File: config.mk
export PLATFORM = sky130hd
export DESIGN_NAME = byte_stream_tokenizer_core
export DESIGN_NICKNAME = d
export VERILOG_FILES = /design/src/rtl/core/bst_pkg.sv /design/src/rtl/core/bst_token_queue.sv /design/src/rtl/core/byte_stream_tokenizer_core.sv
export VERILOG_INCLUDE_DIRS = /design/src /design/src/rtl/core
export SDC_FILE = /design/constraint.sdc
export NUM_CORES = 2
export LEC_CHECK = 0
export ABC_CLOCK_PERIOD_IN_PS = 6600
export BUFFER_PORTS_ARGS = -buffer_cell sky130_fd_sc_hd__buf_2
export CORE_UTILIZATION = 45
export DETAILED_ROUTE_END_ITERATION = 10
export PLACE_DENSITY_LB_ADDON = 0.15
export SLEW_MARGIN = 10
export SYNTH_ARGS = -nofsm -noshare
export SYNTH_HDL_FRONTEND = slang
export SYNTH_SLANG_ARGS = --single-unit
File: constraint.sdc
create_clock -name clk -period 6.6 [get_ports clk]
set_input_delay 0.66 -clock clk [delete_from_list [all_inputs] [get_ports clk]]
set_output_delay 0.66 -clock clk [all_outputs]
set_load 0.01 [all_outputs]
File: src/rtl/core/byte_stream_tokenizer_core_macros.svh
// Assertion macros shared by the tokenizer RTL.
`ifndef BYTE_STREAM_TOKENIZER_CORE_MACROS_SVH
`define BYTE_STREAM_TOKENIZER_CORE_MACROS_SVH

`ifndef SYNTHESIS
// Same-cycle implication, disabled during reset.
`define BSTC_ASSERT_IMPL(label, clock, reset, ante, cons) \
  label: assert property (@(posedge clock) disable iff (reset) (ante) |-> (cons)) \
    else $error("tokenizer assertion failed");
// Next-cycle implication, disabled during reset.
`define BSTC_ASSERT_NEXT(label, clock, reset, ante, cons) \
  label: assert property (@(posedge clock) disable iff (reset) (ante) |=> (cons)) \
    else $error("tokenizer assertion failed");
`else
`define BSTC_ASSERT_IMPL(label, clock, reset, ante, cons)
`define BSTC_ASSERT_NEXT(label, clock, reset, ante, cons)
`endif

`endif

File: src/rtl/core/bst_pkg.sv
// Shared types, constants and character classes for the byte stream tokenizer.
package bst_pkg;

  // Offset and identifier length counter widths
  localparam int OFFSET_BITS = 32;
  localparam int LENGTH_BITS = 16;
  localparam logic [LENGTH_BITS-1:0] LENGTH_MAX = {LENGTH_BITS{1'b1}};

  // Largest integer value before overflow
  localparam logic [34:0] NUM_MAX = 35'h0_7FFF_FFFF;

  // Token queue sizing
  localparam int QUEUE_DEPTH = 4;
  localparam int QUEUE_PTR_BITS = $clog2(QUEUE_DEPTH);
  localparam int QUEUE_FILL_BITS = QUEUE_PTR_BITS + 1;

  // Output bus widths
  localparam int TDATA_BITS = 136;
  localparam int TUSER_BITS = 3;

  // Token kinds
  localparam logic [2:0] KIND_END     = 3'd0;
  localparam logic [2:0] KIND_SINGLE  = 3'd1;
  localparam logic [2:0] KIND_DOUBLE  = 3'd2;
  localparam logic [2:0] KIND_INTEGER = 3'd3;
  localparam logic [2:0] KIND_IDENT   = 3'd4;
  localparam logic [2:0] KIND_KEYWORD = 3'd5;
  localparam logic [2:0] KIND_ERROR   = 3'd6;

  // Error causes
  localparam logic CAUSE_ILLEGAL  = 1'b0;
  localparam logic CAUSE_OVERFLOW = 1'b1;

  // Keywords: text packed with the first byte lowest, and length
  localparam int KW_COUNT = 7;
  localparam logic [63:0] KW_TEXT [KW_COUNT] = '{
    64'h0000_0000_0074_656c,  // let
    64'h0000_006b_6165_7262,  // break
    64'h6575_6e69_746e_6f63,  // continue
    64'h0000_6e72_7574_6572,  // return
    64'h0000_0000_706f_6f6c,  // loop
    64'h0000_0000_0000_6669,  // if
    64'h0000_0000_6573_6c65   // else
  };
  localparam logic [3:0] KW_LEN [KW_COUNT] = '{
    4'd3, 4'd5, 4'd8, 4'd6, 4'd4, 4'd2, 4'd4
  };

  // Special characters
  localparam logic [7:0] CH_NUL     = 8'h00;
  localparam logic [7:0] CH_NEWLINE = 8'h0a;
  localparam logic [7:0] CH_SLASH   = 8'h2f;
  localparam logic [7:0] CH_BAR     = 8'h7c;
  localparam logic [7:0] CH_AMP     = 8'h26;
  localparam logic [7:0] CH_EQUAL   = 8'h3d;
  localparam logic [7:0] CH_BANG    = 8'h21;
  localparam logic [7:0] CH_LESS    = 8'h3c;
  localparam logic [7:0] CH_GREATER = 8'h3e;

  // One token as it leaves the block
  typedef struct packed {
    logic [2:0]  token_kind;
    logic [7:0]  first_char;
    logic [7:0]  second_char;
    logic [30:0] number_value;
    logic [2:0]  keyword_index;
    logic [31:0] ident_start;
    logic [15:0] ident_length;
    logic [31:0] line_number;
    logic        error_cause;
    logic        last_of_run;
  } token_t;

  // Tokens pushed into the queue in one cycle
  typedef struct packed {
    logic [1:0] count;
    token_t     slot0;
    token_t     slot1;
  } token_push_t;

  function automatic logic is_numeral(input logic [7:0] b);
    return (b >= 8'h30) && (b <= 8'h39);
  endfunction

  function automatic logic is_alpha(input logic [7:0] b);
    return ((b >= 8'h61) && (b <= 8'h7a)) || ((b >= 8'h41) && (b <= 8'h5a)) || (b == 8'h5f);
  endfunction

  // Space, newline, tab, CR, VT, FF
  function automatic logic is_space(input logic [7:0] b);
    return (b == 8'h20) || (b == 8'h0a) || (b == 8'h09) || (b == 8'h0d) ||
           (b == 8'h0b) || (b == 8'h0c);
  endfunction

  // Single-character tokens: ; ~ ^ * % ( ) : { } [ ] + - ,
  function automatic logic is_mono(input logic [7:0] b);
    return (b == 8'h3b) || (b == 8'h7e) || (b == 8'h5e) || (b == 8'h2a) ||
           (b == 8'h25) || (b == 8'h28) || (b == 8'h29) || (b == 8'h3a) ||
           (b == 8'h7b) || (b == 8'h7d) || (b == 8'h5b) || (b == 8'h5d) ||
           (b == 8'h2b) || (b == 8'h2d) || (b == 8'h2c);
  endfunction

  function automatic logic is_opch(input logic [7:0] b);
    return (b == CH_SLASH) || (b == CH_BAR) || (b == CH_AMP) || (b == CH_EQUAL) ||
           (b == CH_BANG) || (b == CH_LESS) || (b == CH_GREATER);
  endfunction

  // Second character that completes a two-character operator
  function automatic logic pairs(input logic [7:0] p, input logic [7:0] b);
    logic ok;
    ok = 1'b0;
    if (p == CH_BAR) ok = (b == CH_BAR);
    else if (p == CH_AMP) ok = (b == CH_AMP);
    else if ((p == CH_EQUAL) || (p == CH_BANG)) ok = (b == CH_EQUAL);
    else if (p == CH_LESS) ok = (b == CH_LESS) || (b == CH_EQUAL);
    else if (p == CH_GREATER) ok = (b == CH_GREATER) || (b == CH_EQUAL);
    return ok;
  endfunction

endpackage

File: src/rtl/core/bst_token_queue.sv
// Small token queue: takes up to two tokens a cycle, hands out one.
`include "byte_stream_tokenizer_core_macros.svh"

module bst_token_queue (
  input  logic                clk,
  input  logic                rst,
  input  bst_pkg::token_push_t push,
  input  logic                pop,
  output logic                room,
  output logic                head_valid,
  output bst_pkg::token_t     head
);

  bst_pkg::token_t entries [bst_pkg::QUEUE_DEPTH];
  logic [bst_pkg::QUEUE_PTR_BITS-1:0]  rd_ptr;
  logic [bst_pkg::QUEUE_PTR_BITS-1:0]  wr_ptr;
  logic [bst_pkg::QUEUE_PTR_BITS-1:0]  wr_ptr_plus;
  logic [bst_pkg::QUEUE_FILL_BITS-1:0] fill;
  logic [bst_pkg::QUEUE_FILL_BITS-1:0] fill_next;

  // Accept a byte only when two slots are free
  assign room        = fill <= bst_pkg::QUEUE_FILL_BITS'(bst_pkg::QUEUE_DEPTH - 2);
  assign head_valid  = fill != '0;
  assign head        = entries[rd_ptr];
  assign wr_ptr_plus = wr_ptr + bst_pkg::QUEUE_PTR_BITS'(1);
  assign fill_next   = fill + bst_pkg::QUEUE_FILL_BITS'(push.count)
                            - bst_pkg::QUEUE_FILL_BITS'(pop);

  // Advance pointers and fill level
  always_ff @(posedge clk) begin
    if (rst) begin
      rd_ptr <= '0;
      wr_ptr <= '0;
      fill   <= '0;
    end else begin
      fill   <= fill_next;
      wr_ptr <= wr_ptr + bst_pkg::QUEUE_PTR_BITS'(push.count);
      if (pop) begin
        rd_ptr <= rd_ptr + bst_pkg::QUEUE_PTR_BITS'(1);
      end
    end
  end

  // Store pushed tokens
  always_ff @(posedge clk) begin
    if (push.count != 2'd0) begin
      entries[wr_ptr] <= push.slot0;
    end
    if (push.count == 2'd2) begin
      entries[wr_ptr_plus] <= push.slot1;
    end
  end

  `BSTC_ASSERT_IMPL(fill_bound, clk, rst, 1'b1, fill <= bst_pkg::QUEUE_FILL_BITS'(bst_pkg::QUEUE_DEPTH))
  `BSTC_ASSERT_NEXT(double_push_grows, clk, rst, push.count == 2'd2 && !pop, fill == $past(fill) + bst_pkg::QUEUE_FILL_BITS'(2))
  `BSTC_ASSERT_IMPL(push_needs_room, clk, rst, push.count != 2'd0, room)

endmodule

File: src/rtl/core/byte_stream_tokenizer_core.sv
// Byte stream tokenizer: one source byte an item in, tokens out through a small queue.
// Takes one source byte per cycle while two queue slots are free, and emits up to two
// tokens for it (a number, identifier or lone operator ends when the byte after it
// arrives, and that byte may start or be a token itself). Each byte is decoded in the
// cycle it is accepted against the scan state, and its tokens go into a four-entry
// token queue; the input waits once the queue holds more than two tokens, even while
// the output keeps taking one token a cycle. The sustained rate is one byte per cycle,
// lowered to one token per cycle by the queue's single output port when bytes cause
// two tokens; a token reaches the output the cycle after the byte that ends it if the
// queue was empty. Output tdata carries the token fields, tuser the token kind, tlast
// the last token caused by a byte.
`include "byte_stream_tokenizer_core_macros.svh"

module byte_stream_tokenizer_core (
  input  logic                            clk,
  input  logic                            rst,
  input  logic                            s_axis_tvalid,
  output logic                            s_axis_tready,
  input  logic [7:0]                      s_axis_tdata,   // source_byte
  output logic                            m_axis_tvalid,
  input  logic                            m_axis_tready,
  // first_char, second_char, number_value, keyword_index, ident_start,
  // ident_length, line_number, error_cause, zero fill
  output logic [bst_pkg::TDATA_BITS-1:0] m_axis_tdata,
  output logic [bst_pkg::TUSER_BITS-1:0] m_axis_tuser,   // token_kind
  output logic                            m_axis_tlast    // last_of_run
);

  typedef enum logic [4:0] {
    MODE_IDLE    = 5'b00001,
    MODE_NUM     = 5'b00010,
    MODE_IDENT   = 5'b00100,
    MODE_OP      = 5'b01000,
    MODE_COMMENT = 5'b10000
  } mode_t;

  mode_t                             mode, mode_next;
  logic [7:0]                        pending_char, pending_char_next;
  logic [30:0]                       number_accumulator, number_accumulator_next;
  logic                              overflow_seen, overflow_seen_next;
  logic [63:0]                       ident_prefix, ident_prefix_next;
  logic [bst_pkg::LENGTH_BITS-1:0]   ident_count, ident_count_next;
  logic [bst_pkg::OFFSET_BITS-1:0]   ident_begin, ident_begin_next;
  logic [bst_pkg::OFFSET_BITS-1:0]   byte_offset;
  logic [31:0]                       line_count, line_count_next;

  logic                  accept;
  logic [7:0]            b;
  logic [34:0]           num_product;
  logic                  run_idle;
  logic                  lead_valid;
  logic                  idle_valid;
  bst_pkg::token_t       blank;
  bst_pkg::token_t       lead;
  bst_pkg::token_t       idle_tok;
  bst_pkg::token_t       ident_tok;
  bst_pkg::token_push_t  push;
  logic                  room;
  logic                  head_valid;
  bst_pkg::token_t       head;

  assign b      = s_axis_tdata;
  assign accept = s_axis_tvalid && s_axis_tready;
  assign s_axis_tready = room;

  // Times ten plus the new digit
  assign num_product = ({4'b0, number_accumulator} << 3) + ({4'b0, number_accumulator} << 1)
                     + {31'b0, b[3:0]};

  // Empty token carrying the current line
  always_comb begin
    blank = '0;
    blank.line_number = line_count;
  end

  // Finish an identifier: keyword or plain identifier
  always_comb begin
    ident_tok = blank;
    ident_tok.token_kind   = bst_pkg::KIND_IDENT;
    ident_tok.ident_start  = 32'(ident_begin);
    ident_tok.ident_length = 16'(ident_count);
    for (int k = 0; k < bst_pkg::KW_COUNT; k++) begin
      if ((ident_count == bst_pkg::LENGTH_BITS'(bst_pkg::KW_LEN[k])) &&
          (ident_prefix == bst_pkg::KW_TEXT[k])) begin
        ident_tok = blank;
        ident_tok.token_kind    = bst_pkg::KIND_KEYWORD;
        ident_tok.keyword_index = 3'(k);
      end
    end
  end

  // Scan one byte against the current mode
  always_comb begin
    mode_next               = mode;
    pending_char_next       = pending_char;
    number_accumulator_next = number_accumulator;
    overflow_seen_next      = overflow_seen;
    ident_prefix_next       = ident_prefix;
    ident_count_next        = ident_count;
    ident_begin_next        = ident_begin;
    line_count_next         = line_count;
    run_idle   = 1'b0;
    lead_valid = 1'b0;
    lead       = blank;
    idle_valid = 1'b0;
    idle_tok   = blank;

    unique case (mode)
      MODE_NUM: begin
        if (bst_pkg::is_numeral(b)) begin
          if (overflow_seen || (num_product > bst_pkg::NUM_MAX)) begin
            overflow_seen_next = 1'b1;
          end else begin
            number_accumulator_next = num_product[30:0];
          end
        end else begin
          lead_valid = 1'b1;
          if (overflow_seen) begin
            lead.token_kind  = bst_pkg::KIND_ERROR;
            lead.error_cause = bst_pkg::CAUSE_OVERFLOW;
          end else begin
            lead.token_kind   = bst_pkg::KIND_INTEGER;
            lead.number_value = number_accumulator;
          end
          run_idle = 1'b1;
        end
      end
      MODE_IDENT: begin
        if (bst_pkg::is_alpha(b) || bst_pkg::is_numeral(b)) begin
          if (ident_count < bst_pkg::LENGTH_BITS'(8)) begin
            ident_prefix_next[{ident_count[2:0], 3'b000} +: 8] = b;
          end
          if (ident_count != bst_pkg::LENGTH_MAX) begin
            ident_count_next = ident_count + bst_pkg::LENGTH_BITS'(1);
          end
        end else begin
          lead_valid = 1'b1;
          lead       = ident_tok;
          run_idle   = 1'b1;
        end
      end
      MODE_OP: begin
        if ((pending_char == bst_pkg::CH_SLASH) && (b == bst_pkg::CH_SLASH)) begin
          mode_next = MODE_COMMENT;
        end else if (bst_pkg::pairs(pending_char, b)) begin
          lead_valid = 1'b1;
          lead.token_kind  = bst_pkg::KIND_DOUBLE;
          lead.first_char  = pending_char;
          lead.second_char = b;
          mode_next = MODE_IDLE;
        end else begin
          lead_valid = 1'b1;
          lead.token_kind = bst_pkg::KIND_SINGLE;
          lead.first_char = pending_char;
          run_idle = 1'b1;
        end
      end
      MODE_COMMENT: begin
        if ((b == bst_pkg::CH_NUL) || (b == bst_pkg::CH_NEWLINE)) begin
          run_idle = 1'b1;
        end
      end
      default: begin
        run_idle = 1'b1;
      end
    endcase

    // Start of a new token, or a token of its own
    if (run_idle) begin
      mode_next = MODE_IDLE;
      if (b == bst_pkg::CH_NUL) begin
        idle_valid = 1'b1;
        idle_tok.token_kind = bst_pkg::KIND_END;
      end else if (bst_pkg::is_space(b)) begin
        if (b == bst_pkg::CH_NEWLINE) begin
          line_count_next = line_count + 32'd1;
        end
      end else if (bst_pkg::is_mono(b)) begin
        idle_valid = 1'b1;
        idle_tok.token_kind = bst_pkg::KIND_SINGLE;
        idle_tok.first_char = b;
      end else if (bst_pkg::is_numeral(b)) begin
        mode_next               = MODE_NUM;
        number_accumulator_next = {27'b0, b[3:0]};
        overflow_seen_next      = 1'b0;
      end else if (bst_pkg::is_alpha(b)) begin
        mode_next         = MODE_IDENT;
        ident_prefix_next = {56'b0, b};
        ident_count_next  = bst_pkg::LENGTH_BITS'(1);
        ident_begin_next  = byte_offset;
      end else if (bst_pkg::is_opch(b)) begin
        mode_next         = MODE_OP;
        pending_char_next = b;
      end else begin
        idle_valid = 1'b1;
        idle_tok.token_kind  = bst_pkg::KIND_ERROR;
        idle_tok.error_cause = bst_pkg::CAUSE_ILLEGAL;
        idle_tok.first_char  = b;
      end
    end
  end

  // Pack the byte's tokens in order and mark the last one
  always_comb begin
    push.count = accept ? (2'(lead_valid) + 2'(idle_valid)) : 2'd0;
    push.slot0 = lead_valid ? lead : idle_tok;
    push.slot1 = idle_tok;
    push.slot0.last_of_run = !(lead_valid && idle_valid);
    push.slot1.last_of_run = 1'b1;
  end

  // Update the scan state on each accepted item
  always_ff @(posedge clk) begin
    if (rst) begin
      mode               <= MODE_IDLE;
      pending_char       <= '0;
      number_accumulator <= '0;
      overflow_seen      <= 1'b0;
      ident_prefix       <= '0;
      ident_count        <= '0;
      ident_begin        <= '0;
      byte_offset        <= '0;
      line_count         <= '0;
    end else if (accept) begin
      mode               <= mode_next;
      pending_char       <= pending_char_next;
      number_accumulator <= number_accumulator_next;
      overflow_seen      <= overflow_seen_next;
      ident_prefix       <= ident_prefix_next;
      ident_count        <= ident_count_next;
      ident_begin        <= ident_begin_next;
      byte_offset        <= byte_offset + bst_pkg::OFFSET_BITS'(1);
      line_count         <= line_count_next;
    end
  end

  bst_token_queue u_queue (
    .clk        (clk),
    .rst        (rst),
    .push       (push),
    .pop        (m_axis_tready && head_valid),
    .room       (room),
    .head_valid (head_valid),
    .head       (head)
  );

  // Drive the output bus from the queue head
  assign m_axis_tvalid = head_valid;
  assign m_axis_tuser  = head.token_kind;
  assign m_axis_tlast  = head.last_of_run;
  assign m_axis_tdata  = {5'b0, head.error_cause, head.line_number, head.ident_length,
                          head.ident_start, head.keyword_index, head.number_value,
                          head.second_char, head.first_char};

  `BSTC_ASSERT_IMPL(nul_gives_token, clk, rst, accept && b == bst_pkg::CH_NUL, push.count != 2'd0)
  `BSTC_ASSERT_IMPL(digit_run_silent, clk, rst, accept && mode == MODE_NUM && bst_pkg::is_numeral(b), push.count == 2'd0)
  `BSTC_ASSERT_NEXT(newline_counts, clk, rst, accept && mode == MODE_IDLE && b == bst_pkg::CH_NEWLINE, line_count == $past(line_count) + 32'd1)

endmodule

==> summary.md <==
| Metric | Value |
|---|---|
| Chip Width | `between 200 and 300 um` |
| Power Dens Cells | `roughly 300 mW/mm^2` |
| Crit path depth | `16` |
| Clk sinks | `between 700 and 800` |
| Reg2Reg Depth | `12` |
| Yosys warns | `0` |
| Seq/Total Area, Yosys | `a little under 50%` |
| R2R Path End | `u_queue.entries[3][132]` |
| Final hold vios | `0` |
| Cell area after synthesis | `0.0345 sq mm` |
| Cts hold-fix bufs | `0` |
| Die Y | `279 um` |
| Post-CTS sizing | `0` |
| Largest cells by area after synthesis | `dfxtp_1 (35%), edfxtp_1 (15%), mux4_2 (8.8%)` |
| Setup violators final | `0` |
| Final critical-path share of the clock period | `80.8%` |
| Max Slew Vio Count | `0` |
| Setup CP Type | `in -> reg` |
| Clock tree from TritonCTS | `done` |
| Vias in the first global route | `approximately 27,000` |
| Clk slew on worst S/H paths | `approximately 0.060 ns` |
| Cell chain of the critical path | `buf_2 > inv_1 > fa_1 > inv_1 > ha_1 > nor2b_1 > o31a_1 > o41ai_1 > a31oi_1 > a221o_1 > a2111oi_0 > o2111ai_1 > buf_4 > o21ai_1 > buf_4 > a221oi_1` |
| Input/output buffers | `roughly 150` |
| Setup TNS | `0 ns` |
| Worst Path Buf+Inv | `5` |
| Placed Cells | `between 4,000 and 5,000` |
| Switching part of the total power | `a little over a quarter` |
| Core area | `around 0.076 sq mm` |
| CP Launch Type | `primary input` |
| Seq pwr share | `44.7%` |
| CP Capture Type | `register` |
| Clock latency on the worst-skew pair | `0.66 ns` |
| Clk buf depth | `3` |
| Worst IR Drop VDD | `0.209 mV` |
| MaxCap Viol Count | `0` |
| Reg-to-reg slack, setup | `about 1.4 ns` |
| P_sw | `around 3.0 mW` |
| Cell variety after synth | `87` |
| Synth top area share | `34.7%` |
| Rows | `101` |
| Total CTS buffers | `83` |
| CP top delay family | `compound AO/OA/AOI/OAI gates` |
| Top FF cell, synth | `dfxtp_1` |
| # Post-CTS Setup Buffers | `0` |
| Fin cells | `4,455` |
| Worst Hold Class | `in -> reg` |
| NumNets Final | `approximately 3,400` |
| Mean Syn Cell Area | `10.3 sq um` |
| Max incr delay on CP | `0.56 ns` |
| Fmax | `187 MHz` |
| Crit-path max FO | `26` |
| Syn Inst Count | `3,340` |
| R2R Path Start | `pending_char[7]` |
| Total GRT Usage | `24.3%` |
| Clock share of power | `42.3%` |
| Vias | `approximately 27,000` |
| Htree depth | `3` |
| Starting Density | `45.5%` |
| Final Critical Period | `5.34 ns` |
| Worst EP arrival | `5.82 ns` |
| Leakage power | `~14 nW` |
| Layout cells sized above 1 | `14.9%` |
| Largest net degree at the start of global routing | `95` |
| EDFF count, synth | `between 150 and 200` |
| Slew @ Worst Pin | `1.17 ns` |
| Unrepaired setup endpoints after global routing | `no` |
| Synth area leader | `dfxtp_1` |
| Async set-reset flop share out of synthesis | `0%` |
| Routed Antenna Nets | `0` |
| Status | `finished, final reports clean` |
| Antenna violations before repair | `6` |
| Grt total ovfl | `0` |
| Worst setup endpoint | `number_accumulator[9]` |
| RePlAce Congestion | `~0.90` |
| Synth-to-layout area growth | `12.2%` |
| First-pass GRT wire length | `150,000 um` |
| Drt initial violations | `1,823` |
| Crit path required time | `7.08 ns` |
| Crit. Startpoint | `s_axis_tdata[3]` |
| Relative slew slack | `between 20% and 30%` |
| Worst clock skew | `0.0304 ns` |
| I/O pins | `around 150` |
| Int Pwr | `8.29 mW` |
| Combinational power share | `between 10% and 20%` |
| Routed WL per cell | `21.4 um` |
| Hpwl dp | `60,100 um` |
| First-pass DRT Iterations | `5` |
| Vias per cell | `5.96` |
| Die area | `0.0778 sq mm` |
| Root buf cell | `clkbuf_16` |
| Remaining DRCs | `0` |
| Number of synthesized register bits | `770` |
| Drt total wl | `95,500 um` |
| Critical path's slowest cell | `buf_2` |
==> cell type report <==
cell class              instances  area [sq um]
clock buffers                 122          2440
repair buffers                187          1110
well taps                    1030          1290
multi-input cells            2251         16100
fillers                      6838         37200
flip-flops and latches        770         17100
clock inverters                32           423
inverters                      62           233
diodes                          1          2.50
==> worst register-to-register path: cells and delay by family (launching register included) <==
kind / cells / cell delay, ns
fa+ha+maj: 1 / 0.39
buf+inv: 4 / 1.49
simple gates: 4 / 1.64
compound gates: 3 / 1.00
flops: 1 / 0.38
==> metrics by stage <==
stage / power [mW] / hold WS (ns) / instance area [sq um] / util (%) / setup slack, ns
3_3_place_gp: 6.64 / 0.429 / 35900 / 47.2 / 0.767
4_1_cts: 11.4 / 0.427 / 38800 / 51.0 / 1.34
3_5_place_dp: 6.65 / 0.443 / 35900 / 47.3 / 0.671
2_1_floorplan: 6.11 / 0.420 / 34500 / - / 0.999
6_report: 11.3 / 0.450 / 38800 / 51.0 / 1.26
5_1_grt: 11.7 / 0.467 / 38800 / 51.0 / 0.990
==> registers in the layout, indices dropped and copies added (netlist names), 3 cells and up, named ones only <==
signal              cells
u_queue.fill            3
u_queue.entries       540
line_count             32
ident_begin            32
byte_offset            32
ident_prefix           64
pending_char            8
number_accumulator     27
ident_count            16
mode                    5
==> cell usage after synthesis (12+ instances only) <==
| master | number |
|---|---|
| or3_1 | 20 |
| buf_1 | 40 |
| o21ai_1 | 41 |
| nor4_1 | 28 |
| a21oi_1 | 120 |
| clkbuf_1 | 186 |
| mux2i_1 | 46 |
| nand2_1 | 200 |
| ha_1 | 73 |
| or4_1 | 12 |
| o21a_1 | 14 |
| mux4_2 | 135 |
| buf_2 | 15 |
| edfxtp_1 | 172 |
| o21ai_0 | 236 |
| dfxtp_1 | 598 |
| a21o_1 | 12 |
| a22o_1 | 163 |
| nand3_1 | 337 |
| xnor2_1 | 35 |
| inv_1 | 62 |
| a31oi_1 | 32 |
| o22ai_1 | 15 |
| a221oi_1 | 17 |
| xor2_1 | 59 |
| nor3_1 | 48 |
| buf_6 | 13 |
| nor2b_1 | 13 |
| and2_1 | 133 |
| nor2_1 | 209 |
| and3_1 | 38 |
| nand4_1 | 46 |
==> layer usage <==
metal	vias to the layer above	wire length, um	track usage (%)	part of all wire [%]
met5	-	68	0	0.071
met4	10	2060	7.58	2.2
met3	150	5570	3.83	5.8
met2	770	45600	40.7	48
met1	13200	42200	32.1	44
li1	12400	-	-	-
==> power by group through the flow <==
stage               Clock (mW)  Combinational (mW)  Sequential [mW]
floorplan                    0                1.05             5.07
global placement             0                1.48             5.16
detailed placement           0                1.48             5.17
CTS                       4.89                1.48             5.07
global route              5.07                1.57             5.08
finish                    4.79                1.47             5.06
==> worst min-delay path by stage <==
| stage | startpoint | endpoint | cells past startpoint |
|---|---|---|---|
| after floorplan | u_queue.entries[1][118] | u_queue.entries[1][118] | 2 |
| after global placement | u_queue.entries[1][118] | u_queue.entries[1][118] | 2 |
| after detailed placement | u_queue.entries[0][118] | u_queue.entries[0][118] | 2 |
| after CTS | rst | line_count[4] | 2 |
| after global routing | rst | line_count[7] | 2 |
| final | rst | line_count[7] | 2 |
==> cells by family after synthesis <==
kind of cell | synth area share, %
compound gates | 13.9
xor+xnor | 2.38
fa+ha+maj | 2.82
buf+inv | 3.92
flops | 49.6
mux | 10.2
other cells | 0.0109
simple gates | 17.2
==> cells in the final DEF, fill, tap and decap left out, drive strengths merged, types with 73 or more instances in the layout <==
master | synthesis | layout
nand3 | 337 | 337
nand2 | 201 | 201
a21oi | 121 | 121
o21ai | 277 | 277
clkbuf | 186 | 122
a22o | 163 | 163
and2 | 133 | 133
buf | 75 | 187
nor2 | 214 | 214
ha | 73 | 73
mux4 | 135 | 135
dfxtp | 598 | 598
edfxtp | 172 | 172
Power figures use the tool's default switching activity.
